$ cat config.mk
export PLATFORM = sky130hd
export DESIGN_NAME = i2c_master_line_sequencer_core
export DESIGN_NICKNAME = d
export VERILOG_FILES = /design/src/rtl/ilsq_pkg.sv /design/src/rtl/ilsq_cfg_regs.sv /design/src/rtl/ilsq_step.sv /design/src/rtl/i2c_master_line_sequencer_core.sv
export VERILOG_INCLUDE_DIRS = /design/src /design/src/rtl
export SDC_FILE = /design/constraint.sdc
export NUM_CORES = 1
export LEC_CHECK = 0
export BUFFER_PORTS_ARGS = -buffer_cell sky130_fd_sc_hd__buf_2
export CAP_MARGIN = 20
export CORE_ASPECT_RATIO = 2
export CORE_MARGIN = 4
export CORE_UTILIZATION = 60
export CTS_CLUSTER_DIAMETER = 120
export DETAILED_ROUTE_END_ITERATION = 8
export PLACE_DENSITY_LB_ADDON = 0.12
export SETUP_SLACK_MARGIN = 0.5
export SKIP_LAST_GASP = 1
export SLEW_MARGIN = 20
export SYNTH_ARGS = -nofsm -noshare
export SYNTH_HDL_FRONTEND = slang
export SYNTH_SLANG_ARGS = --single-unit
$ cat constraint.sdc
create_clock -name clk -period 3.25 [get_ports clk]
set_clock_uncertainty 0.05 [all_clocks]
set_input_delay 0.65 -clock clk [delete_from_list [all_inputs] [get_ports clk]]
set_output_delay 0.65 -clock clk [all_outputs]
set_load 0.01 [all_outputs]
$ cat src/rtl/i2c_master_line_sequencer_core_defines.svh
// ---------------------------------------------------------------------------
// I2C line sequencer assertion macros
// Shared concurrent assertion forms for the sequencer RTL.
// ---------------------------------------------------------------------------
`ifndef I2C_MASTER_LINE_SEQUENCER_CORE_DEFINES_SVH
`define I2C_MASTER_LINE_SEQUENCER_CORE_DEFINES_SVH

// Check that a condition holds at every clock edge out of reset.
`define ILSQ_ASSERT_ALWAYS(lbl, cond, msg) \
  lbl: assert property (@(posedge clk) disable iff (!rst_n) (cond)) else $error(msg);

// Check that a trigger implies a consequence in the same cycle.
`define ILSQ_ASSERT_IMPLY(lbl, trig, cons, msg) \
  lbl: assert property (@(posedge clk) disable iff (!rst_n) (trig) |-> (cons)) \
    else $error(msg);

`endif

$ cat src/rtl/ilsq_pkg.sv
// ---------------------------------------------------------------------------
// I2C line sequencer package
// Types, phase codes, command codes and register indexes.
// ---------------------------------------------------------------------------
package ilsq_pkg;

  // Command codes
  localparam logic [2:0] ACT_NONE  = 3'd0;
  localparam logic [2:0] ACT_START = 3'd1;
  localparam logic [2:0] ACT_STOP  = 3'd2;
  localparam logic [2:0] ACT_WRITE = 3'd3;
  localparam logic [2:0] ACT_READ  = 3'd4;
  localparam logic [2:0] ACT_CHECK = 3'd5;
  localparam logic [2:0] ACT_NACK  = 3'd6;

  // Sequencer phases
  localparam logic [3:0] PH_IDLE      = 4'd0;
  localparam logic [3:0] PH_ST_RISE   = 4'd1;
  localparam logic [3:0] PH_ST_LOW    = 4'd2;
  localparam logic [3:0] PH_ST_HOLD   = 4'd3;
  localparam logic [3:0] PH_SP_A      = 4'd4;
  localparam logic [3:0] PH_SP_B      = 4'd5;
  localparam logic [3:0] PH_WR_RISE   = 4'd6;
  localparam logic [3:0] PH_WR_HIGH   = 4'd7;
  localparam logic [3:0] PH_WR_DATA   = 4'd8;
  localparam logic [3:0] PH_RD_RISE   = 4'd9;
  localparam logic [3:0] PH_RD_HIGH   = 4'd10;
  localparam logic [3:0] PH_CK_RISE   = 4'd11;
  localparam logic [3:0] PH_CK_SETTLE = 4'd12;
  localparam logic [3:0] PH_CK_WAIT   = 4'd13;
  localparam logic [3:0] PH_NK_RISE   = 4'd14;
  localparam logic [3:0] PH_NK_HIGH   = 4'd15;

  // Register indexes
  localparam logic [2:0] REG_BIT_HOLD      = 3'd0;
  localparam logic [2:0] REG_EDGE_HOLD     = 3'd1;
  localparam logic [2:0] REG_POLL_LIMIT    = 3'd2;
  localparam logic [2:0] REG_POLL_INTERVAL = 3'd3;

  localparam logic [3:0] BITS_PER_BYTE = 4'd8;

  typedef struct packed {
    logic [7:0] bit_hold;
    logic [7:0] edge_hold;
    logic [7:0] poll_limit;
    logic [7:0] poll_interval;
  } ilsq_cfg_t;

  localparam ilsq_cfg_t CFG_RESET = '{
    bit_hold:      8'd8,
    edge_hold:     8'd10,
    poll_limit:    8'd200,
    poll_interval: 8'd200
  };

  typedef struct packed {
    logic [3:0] phase;
    logic [3:0] bit_count;
    logic [7:0] shift_reg;
    logic [7:0] wait_count;
    logic [7:0] poll_count;
    logic       scl_line;
    logic       sda_line;
    logic       sda_enable;
    logic       ack_flag;
    logic [7:0] read_byte;
  } ilsq_state_t;

  localparam ilsq_state_t STATE_RESET = '{
    phase:      PH_IDLE,
    bit_count:  4'd0,
    shift_reg:  8'd0,
    wait_count: 8'd0,
    poll_count: 8'd0,
    scl_line:   1'b1,
    sda_line:   1'b1,
    sda_enable: 1'b1,
    ack_flag:   1'b0,
    read_byte:  8'd0
  };

endpackage

$ cat src/rtl/ilsq_cfg_regs.sv
// ---------------------------------------------------------------------------
// I2C line sequencer configuration registers
// Holds the four timing registers written over the configuration channel.
// ---------------------------------------------------------------------------
module ilsq_cfg_regs (
  input  logic              clk,
  input  logic              rst_n,
  input  logic              cfg_valid,
  input  logic [2:0]        cfg_index,
  input  logic [7:0]        cfg_data,
  output logic              cfg_ready,
  output ilsq_pkg::ilsq_cfg_t cfg
);
  import ilsq_pkg::*;

  ilsq_cfg_t cfg_r;
  ilsq_cfg_t cfg_nxt;

  // Write only while idle; the block does not enforce this and accepts every transfer.
  assign cfg_ready = 1'b1;
  assign cfg       = cfg_r;

  always_comb begin
    cfg_nxt = cfg_r;
    if (cfg_valid) begin
      case (cfg_index)
        REG_BIT_HOLD:      cfg_nxt.bit_hold      = cfg_data;
        REG_EDGE_HOLD:     cfg_nxt.edge_hold     = cfg_data;
        REG_POLL_LIMIT:    cfg_nxt.poll_limit    = cfg_data;
        REG_POLL_INTERVAL: cfg_nxt.poll_interval = cfg_data;
        default:           cfg_nxt = cfg_r;
      endcase
    end
  end

  always_ff @(posedge clk) begin
    if (!rst_n) begin
      cfg_r <= CFG_RESET;
    end else begin
      cfg_r <= cfg_nxt;
    end
  end

endmodule

$ cat src/rtl/ilsq_step.sv
// ---------------------------------------------------------------------------
// I2C line sequencer step logic
// Next state of the pin sequencer for one tick.
// ---------------------------------------------------------------------------
module ilsq_step (
  input  ilsq_pkg::ilsq_state_t st,
  input  ilsq_pkg::ilsq_cfg_t   cfg,
  input  logic [2:0]            action,
  input  logic [7:0]            write_data,
  input  logic                  sda_level,
  output ilsq_pkg::ilsq_state_t st_nxt,
  output logic                  done,
  output logic                  rejected
);
  import ilsq_pkg::*;

  logic       cmd;
  logic       hold_over;
  logic       do_poll;
  logic [7:0] poll_cur;
  logic [3:0] bit_dec;

  assign cmd       = (action >= ACT_START) && (action <= ACT_NACK);
  assign hold_over = (st.wait_count <= 8'd1);
  assign bit_dec   = st.bit_count - 4'd1;
  // Poll count is loaded from the limit on the settle tick.
  assign poll_cur  = (st.phase == PH_CK_SETTLE) ? cfg.poll_limit : st.poll_count;

  always_comb begin
    st_nxt   = st;
    done     = 1'b0;
    rejected = 1'b0;
    do_poll  = 1'b0;
    if (st.phase == PH_IDLE) begin
      if (cmd) begin
        case (action)
          ACT_START: begin
            st_nxt.scl_line   = 1'b0;
            st_nxt.sda_line   = 1'b1;
            st_nxt.sda_enable = 1'b1;
            st_nxt.phase      = PH_ST_RISE;
          end
          ACT_STOP: begin
            st_nxt.sda_line   = 1'b0;
            st_nxt.sda_enable = 1'b1;
            st_nxt.wait_count = cfg.edge_hold;
            st_nxt.phase      = PH_SP_A;
          end
          ACT_WRITE: begin
            st_nxt.sda_enable = 1'b1;
            st_nxt.shift_reg  = write_data;
            st_nxt.bit_count  = BITS_PER_BYTE;
            st_nxt.sda_line   = write_data[7];
            st_nxt.phase      = PH_WR_RISE;
          end
          ACT_READ: begin
            st_nxt.sda_enable = 1'b0;
            st_nxt.shift_reg  = 8'd0;
            st_nxt.bit_count  = BITS_PER_BYTE;
            st_nxt.phase      = PH_RD_RISE;
          end
          ACT_CHECK: begin
            st_nxt.sda_enable = 1'b0;
            st_nxt.phase      = PH_CK_RISE;
          end
          default: begin
            st_nxt.sda_enable = 1'b1;
            st_nxt.sda_line   = 1'b1;
            st_nxt.phase      = PH_NK_RISE;
          end
        endcase
      end
    end else begin
      rejected = cmd;
      // Count down any running hold; a finished hold leaves the counter.
      if (!hold_over) begin
        st_nxt.wait_count = st.wait_count - 8'd1;
      end
      case (st.phase)
        PH_ST_RISE: begin
          st_nxt.scl_line = 1'b1;
          st_nxt.phase    = PH_ST_LOW;
        end
        PH_ST_LOW: begin
          st_nxt.sda_line   = 1'b0;
          st_nxt.wait_count = cfg.edge_hold;
          st_nxt.phase      = PH_ST_HOLD;
        end
        PH_ST_HOLD: begin
          if (hold_over) begin
            st_nxt.scl_line = 1'b0;
            st_nxt.phase    = PH_IDLE;
            done            = 1'b1;
          end
        end
        PH_SP_A: begin
          if (hold_over) begin
            st_nxt.scl_line   = 1'b1;
            st_nxt.wait_count = cfg.edge_hold;
            st_nxt.phase      = PH_SP_B;
          end
        end
        PH_SP_B: begin
          if (hold_over) begin
            st_nxt.sda_line = 1'b1;
            st_nxt.phase    = PH_IDLE;
            done            = 1'b1;
          end
        end
        PH_WR_RISE, PH_RD_RISE: begin
          st_nxt.scl_line   = 1'b1;
          st_nxt.wait_count = cfg.bit_hold;
          st_nxt.phase      = (st.phase == PH_WR_RISE) ? PH_WR_HIGH : PH_RD_HIGH;
        end
        PH_WR_HIGH: begin
          if (hold_over) begin
            st_nxt.scl_line  = 1'b0;
            st_nxt.shift_reg = {st.shift_reg[6:0], 1'b0};
            st_nxt.bit_count = bit_dec;
            if (bit_dec == 4'd0) begin
              st_nxt.phase = PH_IDLE;
              done         = 1'b1;
            end else begin
              st_nxt.phase = PH_WR_DATA;
            end
          end
        end
        PH_WR_DATA: begin
          st_nxt.sda_line = st.shift_reg[7];
          st_nxt.phase    = PH_WR_RISE;
        end
        PH_RD_HIGH: begin
          if (hold_over) begin
            st_nxt.shift_reg = {st.shift_reg[6:0], sda_level};
            st_nxt.scl_line  = 1'b0;
            st_nxt.bit_count = bit_dec;
            if (bit_dec == 4'd0) begin
              st_nxt.read_byte = {st.shift_reg[6:0], sda_level};
              st_nxt.phase     = PH_IDLE;
              done             = 1'b1;
            end else begin
              st_nxt.phase = PH_RD_RISE;
            end
          end
        end
        PH_CK_RISE, PH_NK_RISE: begin
          st_nxt.scl_line   = 1'b1;
          st_nxt.wait_count = cfg.edge_hold;
          st_nxt.phase      = (st.phase == PH_CK_RISE) ? PH_CK_SETTLE : PH_NK_HIGH;
        end
        PH_CK_SETTLE, PH_CK_WAIT: begin
          do_poll = hold_over;
        end
        default: begin
          if (hold_over) begin
            st_nxt.scl_line = 1'b0;
            st_nxt.phase    = PH_IDLE;
            done            = 1'b1;
          end
        end
      endcase
      // Sample SDA for acknowledge: low is ack, no polls left is timeout.
      if (do_poll) begin
        st_nxt.poll_count = poll_cur;
        if (poll_cur == 8'd0) begin
          st_nxt.scl_line = 1'b0;
          st_nxt.ack_flag = 1'b0;
          st_nxt.phase    = PH_IDLE;
          done            = 1'b1;
        end else if (!sda_level) begin
          st_nxt.scl_line = 1'b0;
          st_nxt.ack_flag = 1'b1;
          st_nxt.phase    = PH_IDLE;
          done            = 1'b1;
        end else begin
          st_nxt.poll_count = poll_cur - 8'd1;
          st_nxt.wait_count = cfg.poll_interval;
          st_nxt.phase      = PH_CK_WAIT;
        end
      end
    end
  end

endmodule

$ cat src/rtl/i2c_master_line_sequencer_core.sv
// ---------------------------------------------------------------------------
// I2C master line sequencer core
// Path: a tick is held in the input register, and its result in the result register.
// Throughput: one tick per cycle while out_stall is low; the step logic runs once per transfer.
// Reset: synchronous, active low; SCL and SDA high, SDA driven, idle,
// timing registers back to their defaults, both pipeline stages empty.
// ---------------------------------------------------------------------------
module i2c_master_line_sequencer_core (
  input  logic       clk,
  input  logic       rst_n,
  // tick channel
  input  logic       in_valid,
  output logic       in_stall,
  input  logic [2:0] in_action,
  input  logic [7:0] in_write_data,
  input  logic       in_sda_level,
  // result channel
  output logic       out_valid,
  input  logic       out_stall,
  output logic       out_scl_out,
  output logic       out_sda_out,
  output logic       out_sda_drive,
  output logic       out_busy_res,
  output logic       out_done_res,
  output logic       out_ack_ok,
  output logic [7:0] out_read_data,
  output logic       out_rejected,
  // configuration channel
  input  logic       cfg_valid,
  output logic       cfg_ready,
  input  logic [2:0] cfg_index,
  input  logic [7:0] cfg_data
);
  import ilsq_pkg::*;

`include "i2c_master_line_sequencer_core_defines.svh"

  // Input register: one tick waiting for the step logic.
  logic       s1_valid_r,  s1_valid_nxt;
  logic [2:0] s1_action_r;
  logic [7:0] s1_wdata_r;
  logic       s1_sda_r;

  // Sequencer state, advanced once per tick that moves into the result.
  ilsq_state_t st_r;
  ilsq_state_t st_nxt;

  // Result register.
  logic        out_valid_r, out_valid_nxt;
  logic        out_done_r;
  logic        out_rej_r;
  ilsq_state_t out_st_r;

  ilsq_cfg_t cfg;
  logic      step_done;
  logic      step_rej;
  logic      accept;
  logic      advance;

  // Advance when the result slot is free or is being taken this cycle.
  assign advance  = s1_valid_r && (!out_valid_r || !out_stall);
  // Stall only when the input register is full and cannot drain.
  assign in_stall = s1_valid_r && !advance;
  assign accept   = in_valid && !in_stall;

  assign s1_valid_nxt  = accept || (s1_valid_r && !advance);
  assign out_valid_nxt = advance || (out_valid_r && out_stall);

  ilsq_cfg_regs u_cfg (
    .clk       (clk),
    .rst_n     (rst_n),
    .cfg_valid (cfg_valid),
    .cfg_index (cfg_index),
    .cfg_data  (cfg_data),
    .cfg_ready (cfg_ready),
    .cfg       (cfg)
  );

  ilsq_step u_step (
    .st         (st_r),
    .cfg        (cfg),
    .action     (s1_action_r),
    .write_data (s1_wdata_r),
    .sda_level  (s1_sda_r),
    .st_nxt     (st_nxt),
    .done       (step_done),
    .rejected   (step_rej)
  );

  // Control state: stage valids and the sequencer.
  always_ff @(posedge clk) begin
    if (!rst_n) begin
      s1_valid_r  <= 1'b0;
      out_valid_r <= 1'b0;
      st_r        <= STATE_RESET;
    end else begin
      s1_valid_r  <= s1_valid_nxt;
      out_valid_r <= out_valid_nxt;
      if (advance) begin
        st_r <= st_nxt;
      end
    end
  end

  // Payload: capture the tick, hold it until it drains.
  always_ff @(posedge clk) begin
    if (accept) begin
      s1_action_r <= in_action;
      s1_wdata_r  <= in_write_data;
      s1_sda_r    <= in_sda_level;
    end
    if (advance) begin
      out_st_r   <= st_nxt;
      out_done_r <= step_done;
      out_rej_r  <= step_rej;
    end
  end

  assign out_valid     = out_valid_r;
  assign out_scl_out   = out_st_r.scl_line;
  assign out_sda_out   = out_st_r.sda_line;
  assign out_sda_drive = out_st_r.sda_enable;
  assign out_busy_res  = (out_st_r.phase != PH_IDLE);
  assign out_done_res  = out_done_r;
  assign out_ack_ok    = out_st_r.ack_flag;
  assign out_read_data = out_st_r.read_byte;
  assign out_rejected  = out_rej_r;

  // A finishing tick leaves the sequencer idle.
  `ILSQ_ASSERT_IMPLY(a_done_idle, out_valid_r && out_done_r, !out_busy_res, "done while busy")
  // Stall only with a held tick in the input register.
  `ILSQ_ASSERT_IMPLY(a_stall_full, in_stall, s1_valid_r, "stall with empty input register")
  // The bit counter never exceeds one byte.
  `ILSQ_ASSERT_ALWAYS(a_bit_range, st_r.bit_count <= BITS_PER_BYTE, "bit counter out of range")

endmodule
# Yosys cells after proc, flatten, opt, wreduce, memory -nomap -nowiden
# Cells that the tools add are included.
dict set report word_totals {
  register_bits 108
  in_bits 28
  out_inout_bits 18
  word_cells 148
}
dict set report classes {
  n_addsub 3
  magnitude_cmp 3
  n_eq_ne 26
  muxes 54
  bitwise 1
  n_reduce_logical 34
}
# cell count
set ops {}
lappend ops {{2-to-1 mux 16 bit} 4}
lappend ops {{2-to-1 mux 8 bit} 7}
lappend ops {{2-to-1 mux 24 bit} 2}
lappend ops {{case mux 12 bit (2 select lines)} 2}
lappend ops {{case mux 4 bit (9 select lines)} 1}
lappend ops {{2-to-1 mux 4 bit} 8}
lappend ops {{== test 4 bit (second input constant)} 7}
lappend ops {{case mux 8 bit (3 select lines)} 1}
lappend ops {{case mux 4 bit (5 select lines)} 1}
lappend ops {{2-to-1 mux 1 bit} 19}
lappend ops {{2-to-1 mux 17 bit} 1}
lappend ops {{== test 4 x 3 -> 1 bit (second input constant)} 4}
lappend ops {{subtractor 8 x 1 -> 8 bit (second input constant)} 2}
lappend ops {{== test 3 x 2 -> 1 bit (second input constant)} 4}
lappend ops {{OR reduction 10 bit} 1}
lappend ops {{OR reduction 2 bit} 5}
lappend ops {{OR reduction 5 bit} 2}
lappend ops {{2-to-1 mux 9 bit} 1}
lappend ops {{case mux 1 bit (3 select lines)} 3}
lappend ops {{<= comparator 8 x 1 -> 1 bit (second input constant)} 1}
lappend ops {{zero test 4 bit} 2}
lappend ops {{zero test 8 bit} 1}
lappend ops {{AND reduction 2 bit} 4}
lappend ops {{== test 3 x 1 -> 1 bit (second input constant)} 2}
lappend ops {{23 further kinds} 36}

# Logic depth before layout (Yosys ltp)
dict set report logic_depth {
  word_depth 8
  depth_mapped 11
  mapped_depth_nobuf 9
}

# By module
# Synthesis repeated with hierarchy kept, for this count alone.
dict set report unflattened {
  hier_cells 707
  area_unflattened_um2 6542.5
}
# mod instances cells_per_inst area_per_inst_um2 seq_area_each_um2
set modules_own_cells {}
lappend modules_own_cells {i2c_master_line_sequencer_core 1 238 2856.5 1821.7}
lappend modules_own_cells {ilsq_step 1 347 2429.8 0.0}
lappend modules_own_cells {ilsq_cfg_regs 1 122 1256.2 640.6}

# Worst setup path after synthesis
# Ideal clock, no wire load.
dict set report synth_timing {
  path_type {reg2reg}
  start {register st_r[41] (netlist name)}
  end {register out_st_r[43] (netlist name), data pin}
  setup_time_ns 0.259
  arrival_ns 2.497
  required_ns 2.941
  path_slack_ns 0.444
  path_stages_with_launch 12
  n_path_buf 2
  period_less_slack_ns 2.806
  cell_sequence {dfxtp_1 nand4bb_1 clkbuf_1 mux2i_1 ha_1 nand2b_1 or4_4 and2_4 buf_6 a21oi_4 o21bai_1 nand2_1}
}
# element line
set synth_lines {}
lappend synth_lines {{start: declaration} i2c_master_line_sequencer_core.sv:45} ;# ilsq_state_t st_r;
lappend synth_lines {{start signal: assignment} i2c_master_line_sequencer_core.sv:100} ;# st_r <= st_nxt;
lappend synth_lines {{end signal: assignment} i2c_master_line_sequencer_core.sv:113} ;# out_st_r <= st_nxt;
lappend synth_lines {{end: declaration} i2c_master_line_sequencer_core.sv:52} ;# ilsq_state_t out_st_r;

==> impl_metrics.tcl <==
set metrics [dict create \
    yosysMostFrequentCell "nand2_1" \
    p_leak_nw 2.44 \
    cts.sinks 108 \
    clock_latency_ns 0.35 \
    clk_pin_slew_ns 0.08 \
    start_util 0.614 \
    path_delay_family "simple AND/OR/NAND/NOR gates" \
    worstMarginPinSlew_ns 0.926 \
    design.die.area_sq_um 11300 \
    final_util 0.682 \
    outcome "finished, final reports clean" \
    synth_top_area_cell "dfxtp_1" \
    avgSynthCellArea_sq_um 8.66 \
    maxCapViolCount 0 \
    crit_type "flop to flop" \
    relSlewSlack 0.378 \
    final_nets 730 \
    grt_pass1_wl_um 27900 \
    fin_crit_sh 0.834 \
    antenna_found_initial 0 \
    routed_wl_um 17700 \
    gp_congestion 1.06 \
    ant_nets 0 \
    report.final.slew_viol_count 0 \
    synthTopCellsByCount "nand2_1, dfxtp_1, a21oi_1" \
    syn-num-nets 698 \
    tns_ns 0 \
    placed_area_sq_um 6050 \
    synth_area_sq_um 5760 \
    synth-edff-count 30 \
    crit_slowest_cell "or4_4" \
    yosysSeqAreaShare 0.427 \
    ir_worst_vdd_mv 0.360 \
    root_buffer "clkbuf_16" \
    std_cell_rows 50 \
    crit_chain "nand4bb_2 > mux2i_2 > ha_1 > nand2b_1 > or4_4 > and2_4 > a21oi_4 > o21bai_1 > nand2_1" \
    cp-end-kind "flop" \
    io_pins 46 \
    first_global_vias 5282 \
    vias 5258 \
    port_buffers 44 \
    post_synth_num_cell_types 76 \
    fin_crit_ns 2.71 \
    total_power_w 0.00324 \
    wl_per_cell_um 21.9 \
    cp-start-kind "flop" \
    diodes 0 \
    design_area_sq_um 6400 \
    fp.dieW_um 77.3 \
    drcViolationCount 0 \
    dr.pass1.iters 6 \
    die_h_um 147 \
    multi_input_area_sq_um 3020 \
    synth_warnings 0 \
    drive_gt1_frac 0.179 \
    finalSetupViolations 0 \
    dpl.hpwl_um 13100 \
    synth_ff_type "dfxtp_1" \
    ys_async_sr_fraction 0 \
    viasPerCell 6.52 \
    grt_max_degree 29 \
    area_growth_pct 11.1 \
    cts_tree "built" \
    gr-total-overflow 0 \
    cts_buffers 9 \
    critPathArrivalTime_ns 2.76 \
    fillers 798 \
    ys_ff_latch 108 \
    yosysTopAreaCellShare 0.271 \
    cts-hold-fix-buffers 0 \
    final-seq-area_sq_um 2460 \
    critPathBufInv 0 \
    track_usage 0.316 \
    setup_ws_ns 0.539 \
    h-tree-depth 3 \
    powerDensity_nw_per_um2 505 \
    synthCells 665 \
    place_ws_ns 0.525 \
    clockBufferDepth 2 \
    max_stage_delay_ns 0.43 \
    hold_path_class "flop to flop" \
    synthTopCellsByArea "dfxtp_1, edfxtp_1, nand2_1" \
    max_freq_mhz 369 \
    cp_max_fo 7 \
    rsz0062_at_grt "false" \
    drtIter0Drc 429 \
    required_ns 3.30 \
    finalHoldViolCount 0 \
    coreArea_sq_um 9380 \
]
[placed cells by master (no fill, tap or decap), drive strengths merged, types with 5 or more instances in the layout]
cell type / synthesis / routed
nand2: 110 / 110
o21ai: 32 / 32
mux2: 10 / 10
mux2i: 18 / 18
and2: 11 / 11
dfxtp: 78 / 78
ha: 5 / 5
o41ai: 5 / 5
xor2: 5 / 5
or4: 6 / 6
a21o: 7 / 7
or2: 6 / 6
buf: 20 / 66
inv: 21 / 25
a211oi: 14 / 14
o211ai: 6 / 6
nor2: 42 / 42
edfxtp: 30 / 30
nor3: 20 / 20
clkbuf: 25 / 10
nand4: 7 / 7
a221o: 7 / 7
nand2b: 5 / 5
a21oi: 53 / 53
a31oi: 8 / 8
nor4: 10 / 10
nand3: 23 / 23
and3: 7 / 7
[cells by family (layout without fill, tap and decap cells)]
group | after synthesis | after routing | share of synthesized area
and+or+nand+nor | 268 | 268 | 0.235
AOI/OAI and AO/OA | 181 | 181 | 0.212
adders and majority gates | 5 | 5 | 0.0109
other | 1 | 1 | 0.000651
muxes | 28 | 28 | 0.0508
xor gates and xnor gates | 8 | 8 | 0.0122
DFF | 108 | 108 | 0.427
buffers and inverters | 66 | 103 | 0.0510
[tightest hold or removal path, delay by kind of cell, from the launching register on]
| family | cells | cell delay [ns] |
|---|---|---|
| DFF | 1 | 0.32 |
| and+or+nand+nor | 1 | 0.05 |
| AOI/OAI and AO/OA | 1 | 0.05 |
[cell type report]
type / count / area share
flip-flops and latches: 108 / 0.385
clock buffers: 10 / 0.0391
repair buffers: 66 / 0.0602
inverters: 21 / 0.0123
well taps: 104 / 0.0203
clock inverters: 6 / 0.0113
multi-input cells: 491 / 0.472
[routing by layer]
metal / routed length [um] / share of wire / track usage
met5: 0 / 0 / 0
met4: 1270 / 0.072 / 0.203
met3: 777 / 0.044 / 0.0420
met2: 9590 / 0.54 / 0.592
met1: 6030 / 0.34 / 0.317
[what timing repair did]
action | 4_1_cts | 5_1_grt
pin swaps | 0 | 1
setup endpoints to repair | 8 | 21
cloned | 0 | 0
gates resized for setup | 1 | 4
setup buffers | 0 | 1
[state kept, by name, summed over array words and instances (netlist names)]
register / count
st_r: 44
u_cfg.cfg: 32
out_read_data: 8
s1_wdata_r: 8
out_st_r: 4
s1_action_r: 3
out_ack_ok: 1
out_done_res: 1
out_rejected: 1
out_scl_out: 1
out_sda_drive: 1
out_sda_out: 1
out_valid: 1
s1_sda_r: 1
s1_valid_r: 1
[metrics by stage]
stage,hold WS (ns),std cells
3_3_place_gp,0.397,789
4_1_cts,0.413,805
6_report,0.412,806
3_5_place_dp,0.404,789
5_1_grt,0.414,806
2_1_floorplan,0.385,665
[worst paths after layout]
check	startpoint	end	slack (ns)	depth (start not counted)
setup / recovery	st_r[41]$_SDFFE_PN0P_	out_st_r[43]$_DFFE_PP_	0.54	9
hold / removal	u_cfg.cfg[31]$_SDFFE_PN0P_	u_cfg.cfg[31]$_SDFFE_PN0P_	0.41	2
setup reg to reg	st_r[41]$_SDFFE_PN0P_	out_st_r[43]$_DFFE_PP_	0.54	9
hold reg to reg	u_cfg.cfg[31]$_SDFFE_PN0P_	u_cfg.cfg[31]$_SDFFE_PN0P_	0.41	2
[where the power goes]
part / switching (W) / total (W) / internal [W] / leakage [nW]
logic: 0.000375 / 0.000576 / 0.000201 / 1.36
registers: 0.0000478 / 0.00149 / 0.00144 / 0.921
clock network: 0.000516 / 0.00117 / 0.000656 / 0.156
total: 0.000939 / 0.00324 / 0.00230 / 2.44
Power figures use the tool's default switching activity.
